===== src/sv/bcrp_pkg.sv =====
`timescale 1ns / 1ps
// Shared types and constants for the connection-request parser.
// No dependencies; imported by every module of the block.
package bcrp_pkg;

   localparam int unsigned BYTE_WIDTH   = 8;
   localparam int unsigned POS_WIDTH    = 6;
   localparam int unsigned ADDR_WIDTH   = 48;
   localparam int unsigned RSP_WIDTH    = 104;
   localparam int unsigned FIFO_DEPTH   = 4;

   localparam logic [POS_WIDTH-1:0]  FULL_BYTES       = 6'd36;
   localparam logic [3:0]            PDU_TYPE_CONNECT = 4'h5;
   localparam logic [7:0]            CONNECT_LEN      = 8'd34;
   localparam logic [15:0]           INTERVAL_MIN     = 16'd6;
   localparam logic [15:0]           INTERVAL_MAX     = 16'd3200;

   // byte positions inside the PDU
   localparam logic [POS_WIDTH-1:0]  POS_HEADER   = 6'd0;
   localparam logic [POS_WIDTH-1:0]  POS_LENGTH   = 6'd1;
   localparam logic [POS_WIDTH-1:0]  POS_INITA    = 6'd2;
   localparam logic [POS_WIDTH-1:0]  POS_ADVA     = 6'd8;
   localparam logic [POS_WIDTH-1:0]  POS_AA       = 6'd14;
   localparam logic [POS_WIDTH-1:0]  POS_CRC      = 6'd18;
   localparam logic [POS_WIDTH-1:0]  POS_WSIZE    = 6'd21;
   localparam logic [POS_WIDTH-1:0]  POS_WOFFSET  = 6'd22;
   localparam logic [POS_WIDTH-1:0]  POS_INTERVAL = 6'd24;
   localparam logic [POS_WIDTH-1:0]  POS_HOP      = 6'd35;

   // configuration register indexes
   localparam logic CSR_TARGET_ADDRESS = 1'b0;
   localparam logic CSR_TARGET_ENABLE  = 1'b1;

   typedef enum logic [2:0] {
      STATUS_OK        = 3'd0,
      STATUS_WRONG_TYPE = 3'd1,
      STATUS_BAD_LENGTH = 3'd2,
      STATUS_TRUNCATED  = 3'd3,
      STATUS_INTERVAL   = 3'd4,
      STATUS_MISMATCH   = 3'd5
   } status_type;

   // one classified byte, front to back
   typedef struct packed {
      logic [BYTE_WIDTH-1:0] rx_byte;
      logic [POS_WIDTH-1:0]  pos;
      logic                  cap;    // byte lies inside the first 36
      logic                  first;  // restart before capture
      logic                  last;   // result due after capture
      logic                  full;   // 36 bytes counted including this one
   } entry_type;

   typedef struct packed {
      logic [3:0]  pdu_type;
      logic [7:0]  length;
      logic        init_match;
      logic        adv_match;
      logic [31:0] link_address;
      logic [23:0] crc_seed;
      logic [7:0]  window_size;
      logic [15:0] window_offset;
      logic [15:0] link_interval;
      logic [4:0]  hop_increment;
   } cap_state_type;

   localparam cap_state_type CAP_RESET = '{
      pdu_type:       4'd0,
      length:         8'd0,
      init_match:     1'b1,
      adv_match:      1'b1,
      link_address:   32'd0,
      crc_seed:       24'd0,
      window_size:    8'd0,
      window_offset:  16'd0,
      link_interval:  16'd0,
      hop_increment:  5'd0
   };

endpackage


===== src/sv/bcrp_front.sv =====
`timescale 1ns / 1ps
// Input side: takes PDU bytes, tracks the byte position and tags each byte.
// Depends on bcrp_pkg.
module bcrp_front (
   input  logic                      clock,
   input  logic                      reset,
   input  logic                      req_tvalid,
   output logic                      req_tready,
   input  logic [7:0]                req_tdata,   // rx_byte
   input  logic                      req_tuser,   // first_byte
   input  logic                      req_tlast,   // last_byte
   input  logic                      fifo_full,
   output logic                      push,
   output bcrp_pkg::entry_type       push_entry
);
   import bcrp_pkg::*;

   logic [POS_WIDTH-1:0] pos_ff, pos_in;
   logic [POS_WIDTH-1:0] pos_eff, pos_next;
   logic                 cap;

   assign req_tready = !fifo_full;
   assign push       = req_tvalid && !fifo_full;

   always_comb begin
      pos_eff  = req_tuser ? POS_HEADER : pos_ff;
      cap      = pos_eff < FULL_BYTES;
      pos_next = cap ? pos_eff + 1'b1 : pos_eff;

      push_entry.rx_byte = req_tdata;
      push_entry.pos     = pos_eff;
      push_entry.cap     = cap;
      push_entry.first   = req_tuser;
      push_entry.last    = req_tlast;
      push_entry.full    = pos_next == FULL_BYTES;

      pos_in = pos_ff;
      if (push) begin
         pos_in = req_tlast ? POS_HEADER : pos_next;
      end
   end

   always_ff @(posedge clock) begin
      if (reset) begin
         pos_ff <= '0;
      end else begin
         pos_ff <= pos_in;
      end
   end

endmodule


===== src/sv/bcrp_fifo.sv =====
`timescale 1ns / 1ps
// Short show-ahead queue of tagged bytes between front and back.
// Depends on bcrp_pkg.
module bcrp_fifo #(
   parameter int unsigned DEPTH = bcrp_pkg::FIFO_DEPTH
) (
   input  logic                          clock,
   input  logic                          reset,
   input  logic                          push,
   input  bcrp_pkg::entry_type           push_entry,
   input  logic                          pop,
   output logic                          head_valid,
   output bcrp_pkg::entry_type           head_entry,
   output logic                          full,
   output logic [$clog2(DEPTH+1)-1:0]    level
);
   import bcrp_pkg::*;

   localparam int unsigned PTR_WIDTH = (DEPTH > 1) ? $clog2(DEPTH) : 1;
   localparam int unsigned CNT_WIDTH = $clog2(DEPTH+1);
   localparam logic [PTR_WIDTH-1:0] LAST_PTR = PTR_WIDTH'(DEPTH - 1);
   localparam logic [CNT_WIDTH-1:0] DEPTH_CNT = CNT_WIDTH'(DEPTH);

   entry_type            mem [DEPTH];
   logic [PTR_WIDTH-1:0] wr_ptr_ff, wr_ptr_in;
   logic [PTR_WIDTH-1:0] rd_ptr_ff, rd_ptr_in;
   logic [CNT_WIDTH-1:0] count_ff, count_in;
   logic                 do_push, do_pop;

   assign full       = count_ff == DEPTH_CNT;
   assign head_valid = count_ff != '0;
   assign head_entry = mem[rd_ptr_ff];
   assign level      = count_ff;
   assign do_push    = push && !full;
   assign do_pop     = pop && head_valid;

   always_comb begin
      wr_ptr_in = wr_ptr_ff;
      rd_ptr_in = rd_ptr_ff;
      count_in  = count_ff;
      if (do_push) begin
         wr_ptr_in = (wr_ptr_ff == LAST_PTR) ? '0 : wr_ptr_ff + 1'b1;
      end
      if (do_pop) begin
         rd_ptr_in = (rd_ptr_ff == LAST_PTR) ? '0 : rd_ptr_ff + 1'b1;
      end
      case ({do_push, do_pop})
         2'b10:   count_in = count_ff + 1'b1;
         2'b01:   count_in = count_ff - 1'b1;
         default: count_in = count_ff;
      endcase
   end

   always_ff @(posedge clock) begin
      if (reset) begin
         wr_ptr_ff <= '0;
         rd_ptr_ff <= '0;
         count_ff  <= '0;
      end else begin
         wr_ptr_ff <= wr_ptr_in;
         rd_ptr_ff <= rd_ptr_in;
         count_ff  <= count_in;
      end
   end

   always_ff @(posedge clock) begin
      if (do_push) begin
         mem[wr_ptr_ff] <= push_entry;
      end
   end

endmodule


===== src/sv/bcrp_back.sv =====
`timescale 1ns / 1ps
// Back end: applies tagged bytes to the captured fields, judges the packet
// on its last byte and holds the result register. Depends on bcrp_pkg.
module bcrp_back (
   input  logic                                  clock,
   input  logic                                  reset,
   input  logic                                  head_valid,
   input  bcrp_pkg::entry_type                   head_entry,
   output logic                                  pop,
   input  logic [bcrp_pkg::ADDR_WIDTH-1:0]       target_address,
   input  logic                                  target_enable,
   output logic                                  rsp_tvalid,
   input  logic                                  rsp_tready,
   output logic [bcrp_pkg::RSP_WIDTH-1:0]        rsp_tdata
);
   import bcrp_pkg::*;

   cap_state_type           state_ff, state_in;
   cap_state_type           nxt;
   logic                    rsp_valid_ff, rsp_valid_in;
   logic [RSP_WIDTH-1:0]    rsp_data_ff, rsp_data_in;
   logic [2:0]              addr_idx;
   logic [7:0]              tgt_byte;
   logic [7:0]              b;
   logic [POS_WIDTH-1:0]    pos;
   status_type              status;

   assign b   = head_entry.rx_byte;
   assign pos = head_entry.pos;

   // a last byte may only leave the queue once the result register is free
   assign pop = head_valid && (!head_entry.last || !rsp_valid_ff || rsp_tready);

   always_comb begin
      addr_idx = (pos < POS_ADVA) ? 3'(pos - POS_INITA) : 3'(pos - POS_ADVA);
      case (addr_idx)
         3'd0:    tgt_byte = target_address[7:0];
         3'd1:    tgt_byte = target_address[15:8];
         3'd2:    tgt_byte = target_address[23:16];
         3'd3:    tgt_byte = target_address[31:24];
         3'd4:    tgt_byte = target_address[39:32];
         3'd5:    tgt_byte = target_address[47:40];
         default: tgt_byte = 8'd0;
      endcase
   end

   always_comb begin
      nxt = head_entry.first ? CAP_RESET : state_ff;
      if (head_entry.cap) begin
         if (pos == POS_HEADER) begin
            nxt.pdu_type = b[3:0];
         end else if (pos == POS_LENGTH) begin
            nxt.length = b;
         end else if (pos inside {[POS_INITA:POS_ADVA-1]}) begin
            if (b != tgt_byte) nxt.init_match = 1'b0;
         end else if (pos inside {[POS_ADVA:POS_AA-1]}) begin
            if (b != tgt_byte) nxt.adv_match = 1'b0;
         end else begin
            case (pos)
               POS_AA:           nxt.link_address[7:0]     = b;
               POS_AA + 6'd1:    nxt.link_address[15:8]    = b;
               POS_AA + 6'd2:    nxt.link_address[23:16]   = b;
               POS_AA + 6'd3:    nxt.link_address[31:24]   = b;
               POS_CRC:          nxt.crc_seed[7:0]         = b;
               POS_CRC + 6'd1:   nxt.crc_seed[15:8]        = b;
               POS_CRC + 6'd2:   nxt.crc_seed[23:16]       = b;
               POS_WSIZE:        nxt.window_size           = b;
               POS_WOFFSET:      nxt.window_offset[7:0]    = b;
               POS_WOFFSET+6'd1: nxt.window_offset[15:8]   = b;
               POS_INTERVAL:     nxt.link_interval[7:0]    = b;
               POS_INTERVAL+6'd1:nxt.link_interval[15:8]   = b;
               POS_HOP:          nxt.hop_increment         = b[4:0];
               default:          ;
            endcase
         end
      end
   end

   always_comb begin
      if (nxt.pdu_type != PDU_TYPE_CONNECT) begin
         status = STATUS_WRONG_TYPE;
      end else if (nxt.length != CONNECT_LEN) begin
         status = STATUS_BAD_LENGTH;
      end else if (!head_entry.full) begin
         status = STATUS_TRUNCATED;
      end else if (nxt.link_interval < INTERVAL_MIN || nxt.link_interval > INTERVAL_MAX) begin
         status = STATUS_INTERVAL;
      end else if (target_enable && !nxt.init_match && !nxt.adv_match) begin
         status = STATUS_MISMATCH;
      end else begin
         status = STATUS_OK;
      end
   end

   always_comb begin
      state_in     = state_ff;
      rsp_valid_in = rsp_valid_ff && !rsp_tready;
      rsp_data_in  = rsp_data_ff;
      if (pop) begin
         state_in = head_entry.last ? CAP_RESET : nxt;
         if (head_entry.last) begin
            rsp_valid_in = 1'b1;
            rsp_data_in  = {nxt.hop_increment, nxt.link_interval, nxt.window_offset,
                            nxt.window_size, nxt.crc_seed, nxt.link_address, status};
         end
      end
   end

   always_ff @(posedge clock) begin
      if (reset) begin
         state_ff     <= CAP_RESET;
         rsp_valid_ff <= 1'b0;
      end else begin
         state_ff     <= state_in;
         rsp_valid_ff <= rsp_valid_in;
      end
   end

   always_ff @(posedge clock) begin
      rsp_data_ff <= rsp_data_in;
   end

   assign rsp_tvalid = rsp_valid_ff;
   assign rsp_tdata  = rsp_data_ff;

endmodule


===== src/sv/ble_connect_request_parser_core.sv =====
`timescale 1ns / 1ps
// Connection-request PDU parser, top level. Takes one byte per cycle while the queue has room.
// The last byte is written into the queue when it is taken; once it reaches the
// head and is popped, it goes straight into the result register that drives rsp_tvalid.
// Throughput: one byte per cycle; while a result waits, bytes up to the next
// last byte keep flowing, then the four-entry queue fills and req_tready drops.
// Reset (synchronous, active high) empties the queue and clears capture state.
module ble_connect_request_parser_core #(
   parameter int unsigned FIFO_DEPTH = bcrp_pkg::FIFO_DEPTH
) (
   input  logic                                 clock,
   input  logic                                 reset,
   input  logic                                 req_tvalid,
   output logic                                 req_tready,
   input  logic [7:0]                           req_tdata,   // rx_byte
   input  logic                                 req_tuser,   // first_byte
   input  logic                                 req_tlast,   // last_byte
   output logic                                 rsp_tvalid,
   input  logic                                 rsp_tready,
   // status, link address, crc seed, window_size, window_offset,
   // link interval, hop_increment (lowest bit up)
   output logic [bcrp_pkg::RSP_WIDTH-1:0]       rsp_tdata,
   input  logic                                 csr_we,
   input  logic                                 csr_addr,
   input  logic [bcrp_pkg::ADDR_WIDTH-1:0]      csr_wdata
);
   import bcrp_pkg::*;

   localparam int unsigned CNT_WIDTH = $clog2(FIFO_DEPTH+1);

   logic [ADDR_WIDTH-1:0]  target_address_ff;
   logic                   target_enable_ff;
   logic                   fifo_full, push, pop, head_valid;
   entry_type              push_entry, head_entry;
   logic [CNT_WIDTH-1:0]   fifo_level;

   always_ff @(posedge clock) begin
      if (reset) begin
         target_address_ff <= '0;
         target_enable_ff  <= 1'b0;
      end else if (csr_we) begin
         case (csr_addr)
            CSR_TARGET_ADDRESS: target_address_ff <= csr_wdata;
            CSR_TARGET_ENABLE:  target_enable_ff  <= csr_wdata[0];
            default:            ;
         endcase
      end
   end

   bcrp_front u_front (
      .clock      (clock),
      .reset      (reset),
      .req_tvalid (req_tvalid),
      .req_tready (req_tready),
      .req_tdata  (req_tdata),
      .req_tuser  (req_tuser),
      .req_tlast  (req_tlast),
      .fifo_full  (fifo_full),
      .push       (push),
      .push_entry (push_entry)
   );

   bcrp_fifo #(.DEPTH(FIFO_DEPTH)) u_fifo (
      .clock      (clock),
      .reset      (reset),
      .push       (push),
      .push_entry (push_entry),
      .pop        (pop),
      .head_valid (head_valid),
      .head_entry (head_entry),
      .full       (fifo_full),
      .level      (fifo_level)
   );

   bcrp_back u_back (
      .clock          (clock),
      .reset          (reset),
      .head_valid     (head_valid),
      .head_entry     (head_entry),
      .pop            (pop),
      .target_address (target_address_ff),
      .target_enable  (target_enable_ff),
      .rsp_tvalid     (rsp_tvalid),
      .rsp_tready     (rsp_tready),
      .rsp_tdata      (rsp_tdata)
   );

   // a popped last byte always lands in the result register
   a_last_gives_result: assert property (@(posedge clock) disable iff (reset)
      (pop && head_entry.last) |=> rsp_tvalid)
      else $error("last byte popped without a result");

   // an accepted byte is in the queue on the next cycle
   a_push_lands: assert property (@(posedge clock) disable iff (reset)
      (req_tvalid && req_tready) |=> (fifo_level != '0))
      else $error("accepted transaction lost from queue");

   // queue never overfills, and ready drops only when it is full
   a_level_bound: assert property (@(posedge clock) disable iff (reset)
      (fifo_level <= CNT_WIDTH'(FIFO_DEPTH)) &&
      (req_tready == (fifo_level != CNT_WIDTH'(FIFO_DEPTH))))
      else $error("queue level out of range");

   // a stalled result is not overwritten by a new one
   a_no_overwrite: assert property (@(posedge clock) disable iff (reset)
      (rsp_tvalid && !rsp_tready) |-> !(pop && head_entry.last))
      else $error("result overwritten while stalled");

endmodule

===== config.mk =====
export PLATFORM = sky130hd
export DESIGN_NAME = ble_connect_request_parser_core
export DESIGN_NICKNAME = d
export VERILOG_FILES = /design/src/sv/bcrp_pkg.sv /design/src/sv/bcrp_front.sv /design/src/sv/bcrp_fifo.sv /design/src/sv/bcrp_back.sv /design/src/sv/ble_connect_request_parser_core.sv
export SDC_FILE = /design/constraint.sdc
export NUM_CORES = 1
export LEC_CHECK = 0
export BUFFER_PORTS_ARGS = -buffer_cell sky130_fd_sc_hd__buf_2
export CORE_MARGIN = 5
export CORE_UTILIZATION = 45
export CTS_CLUSTER_DIAMETER = 120
export CTS_CLUSTER_SIZE = 24
export DETAILED_ROUTE_END_ITERATION = 8
export PLACE_DENSITY = 0.74
export SYNTH_ARGS = -nofsm -noshare
export SYNTH_HDL_FRONTEND = slang
export SYNTH_SLANG_ARGS = --single-unit

===== constraint.sdc =====
create_clock -name clock -period 5.12 [get_ports clock]
set_clock_uncertainty 0.05 [all_clocks]
set_input_delay 0 -clock clock [delete_from_list [all_inputs] [get_ports clock]]
set_output_delay 0 -clock clock [all_outputs]
set_load 0.01 [all_outputs]

==> impl_metrics.csv <==
group,metric,value,unit
setup_path,cp_cell_sequence,"mux4_2, inv_2, ha_1, o21ai_0, nor3_1, a311oi_1, and3_1, a21o_1, a211oi_2",
power,power.density,480,nW/um2
flow_run,drv_cap,0,
global_route,antenna_found_initial,1,
layout,syn_to_final_growth,17.9,%
layout,fillers,2761,
synth,synthCells,1378,
cts,clock_latency,510,ps
worst_hold_path,worstHoldPathCells,2,
setup_path,crit_buf_inv,1,
floorplan,io_pins,170,
cts,clock-sinks,356,
synth,avgSynthCellArea,10.7,um2
drt,wire_per_inst,18.3,um
cts,clock_path_buffers,3,
worst_hold_path,hold_path.class,"in -> reg",
synth,ys_async_sr_fraction,0,%
cts,cts.clk_slew.worst_paths,90,ps
synth,synth_mux_area_share,6.67,%
cts,cts_setup_buffers,0,
placement,portBuffers,169,
power,vdd_drop_max,0.505,mV
setup_path,path_max_fanout,21,
floorplan,dieHeight,191,um
layout,final_nets,1645,
worst_hold_path,hold_start,"reset",
synth,synth_simple_gate_area_share,15.1,%
timing,finalCritPeriodShare,73.7,%
synth,ys_types,65,
global_route,grt_max_degree,106,
global_route,grt_pass1_wl,57.8,mm
setup_path,arrival,3990,ps
timing,worst_slew_margin_rel,7.99,%
worst_hold_path,whs_endpoint,"u_front.pos_ff[3]",
cts,numCtsBuffers,18,
floorplan,rows,66,
drt,firstDrtPassIters,5,
drt,dr.first_iter.drc_count,943,
layout,multi_input_area,5440,um2
setup_path,reg2regPathDepth,9,
synth,synth_top_family_by_area,"simple AND/OR/NAND/NOR gates",
synth,yosys-top-cells-area,"edfxtp_1, dfxtp_1, a22oi_1",
synth,ys_ff_latch,356,
drt,ant_nets,0,
synth,synthXorXnorAreaFrac,0.831,%
setup_path,critPathLaunchType,"flop",
floorplan,initial_utilization,45.5,%
cts,ctsHtreeMaxLevel,1,
outcome,status,"completed",
drt,vias,11300,
global_route,grt_pass1_vias,10600,
setup_path,r2r_slack,1350,ps
synth,synth_top_area_share,35.8,%
setup_path,path_delay_family,"compound AO/OA/AOI/OAI gates",
synth,synthAdderAreaFrac,0.814,%
timing,period_needed,3770,ps
synth,synth_ff_type,"dfxtp_1",
setup_path,worst-endpoint-required,5330,ps
timing,worst_slew_pin_slew,1370,ps
power,p_leak,0.00607,uW
cts,cts_tree,"yes",
synth,synth_top_area_cell,"edfxtp_1",
floorplan,die_area,36500,um2
placement,gp_congestion,0.862,
setup_path,crit_type,"reg -> reg",
drt,via_per_inst,5.58,
timing,holdWs,51.2,ps
layout,register_area,8890,um2
placement,hpwl,23.1,mm
synth,syn_nets,1451,
synth,syn_area,14800,um2
synth,ys_seq_area_share,60.2,%
setup_path,cpPeakStageDelay,810,ps
timing,setup_violations,0,
timing,max_clock_freq,0.265,GHz
layout,drive_above_1_share,15.8,%
setup_path,slowest_stage,"mux4_2",
synth,ys_warn_count,0,
global_route,gr-total-overflow,0,
timing,drv_slew,0,
synth,synth_edf_count,176,
global_route,grtUsageTotal,19.6,%
timing,timing.final.hold_violations,0,
drt,drc,0,
setup_path,cp-end-kind,"flop",
floorplan,core_area,32500,um2
cts,cts-root-buf,"clkbuf_16",
drt,wirelength,37.2,mm
timing,fin_setup_tns,0,ps
timing,rsz0062_at_grt,"false",
synth,synth_compound_area_share,13.1,%
setup_path,r2r-end,"u_back.rsp_tdata[2]",
floorplan,die_x,191,um
routing by layer:
| layer | vias up | global-route usage (%) | wire, um |
|---|---|---|---|
| met1 | 5493 | 26.5 | 16000 |
| met5 | - | 0 | 0 |
| met4 | 0 | 5.61 | 1070 |
| li1 | 5368 | - | - |
| met2 | 394 | 33.0 | 17900 |
| met3 | 71 | 2.83 | 2190 |
sequential cells by signal, indices dropped and copies added (netlist names), named ones only:
name / cells
u_back.state_ff: 115
u_back.rsp_tdata: 104
target_enable_ff: 1
u_fifo.mem: 72
u_front.pos_ff: 6
target_address_ff: 48
u_fifo.wr_ptr_ff: 2
u_fifo.level: 3
u_back.rsp_tvalid: 1
u_fifo.rd_ptr_ff: 2
metrics by stage:
step	instances	setup slack (ps)	util, %	area [um2]	power, uW
6_report	2028	1350	53.6	17400	8360
5_1_grt	2027	954	53.6	17400	8790
4_1_cts	2026	1370	53.6	17400	8410
3_5_place_dp	1900	1390	49.0	15900	6780
3_3_place_gp	1900	1480	49.0	15900	6730
2_1_floorplan	1378	274	-	14800	5780
synthesized netlist by cell type, types with 10 or more instances:
cell,number
dfxtp_1,180
nand2_1,178
edfxtp_1,176
nor2_1,149
a22oi_1,111
o21ai_0,89
nand3_1,85
a21oi_1,71
clkbuf_1,71
mux2i_1,55
buf_1,19
nor3_1,17
and3_1,14
nor2b_1,13
inv_1,12
mux2_2,12
mux4_2,12
buf_2,10
report_power, final:
group | leakage (uW) | internal, uW | switching, uW
Clock | 0.000261 | 733 | 866
Sequential | 0.00312 | 3490 | 148
Combinational | 0.00269 | 875 | 2240
timing repair:
action,in CTS,in global routing
gates resized for setup,0,0
hold buffers,94,0
endpoints found under the hold margin,120,0
worst max path at each step:
stage | from | endpoint | slack (ps) | cells after the start
after floorplan | flop | u_back.rsp_tdata[0] | 270 | 7
after global placement | flop | u_back.rsp_tdata[2] | 1480 | 8
after detailed placement | flop | u_back.rsp_tdata[0] | 1390 | 12
after CTS | flop | u_back.rsp_tdata[2] | 1370 | 12
after global routing | flop | u_back.rsp_tdata[2] | 950 | 8
final | flop | u_back.rsp_tdata[2] | 1350 | 9
layout make-up:
type	count	share of cell area [%]
Antenna cell	2	0.0288
Clock buffer	32	3.13
Inverter	13	0.280
Multi-Input combinational cell	905	31.2
Sequential cell	356	51.1
Tap cell	442	3.18
Timing Repair Buffer	278	11.1
placed cells by master (no fill, tap or decap), types with 3 or more instances in the layout:
cell type        n
a21oi_1         71
a22oi_1        111
a31oi_1          6
and2_1           3
and3_1          14
buf_2          168
buf_4           14
clkbuf_1        12
clkbuf_16       20
dfxtp_1        180
dlygate4sd3_1   94
edfxtp_1       176
ha_1             8
inv_1           12
mux2_2          12
mux2i_1         55
mux4_2          12
nand2_1        178
nand3_1         85
nand3b_1         3
nand4_1          4
nor2_1         148
nor2b_1         12
nor3_1          17
nor4_1           3
nor4b_1          3
o21ai_0         88
o21ai_1          3
o21ai_2          3
o31ai_1          4
or3_1            4
xnor2_1          8
xor2_1           6
kinds of logic (layout without fill, tap and decap cells):
group / Yosys count / in the layout
simple gates: 492 / 492
buf+inv: 117 / 323
compound gates: 309 / 309
xor+xnor: 14 / 14
mux: 81 / 81
fa+ha+maj: 9 / 9
other cells: 0 / 2
flops: 356 / 356
Note: power is estimated with default switching activity, not from simulation.
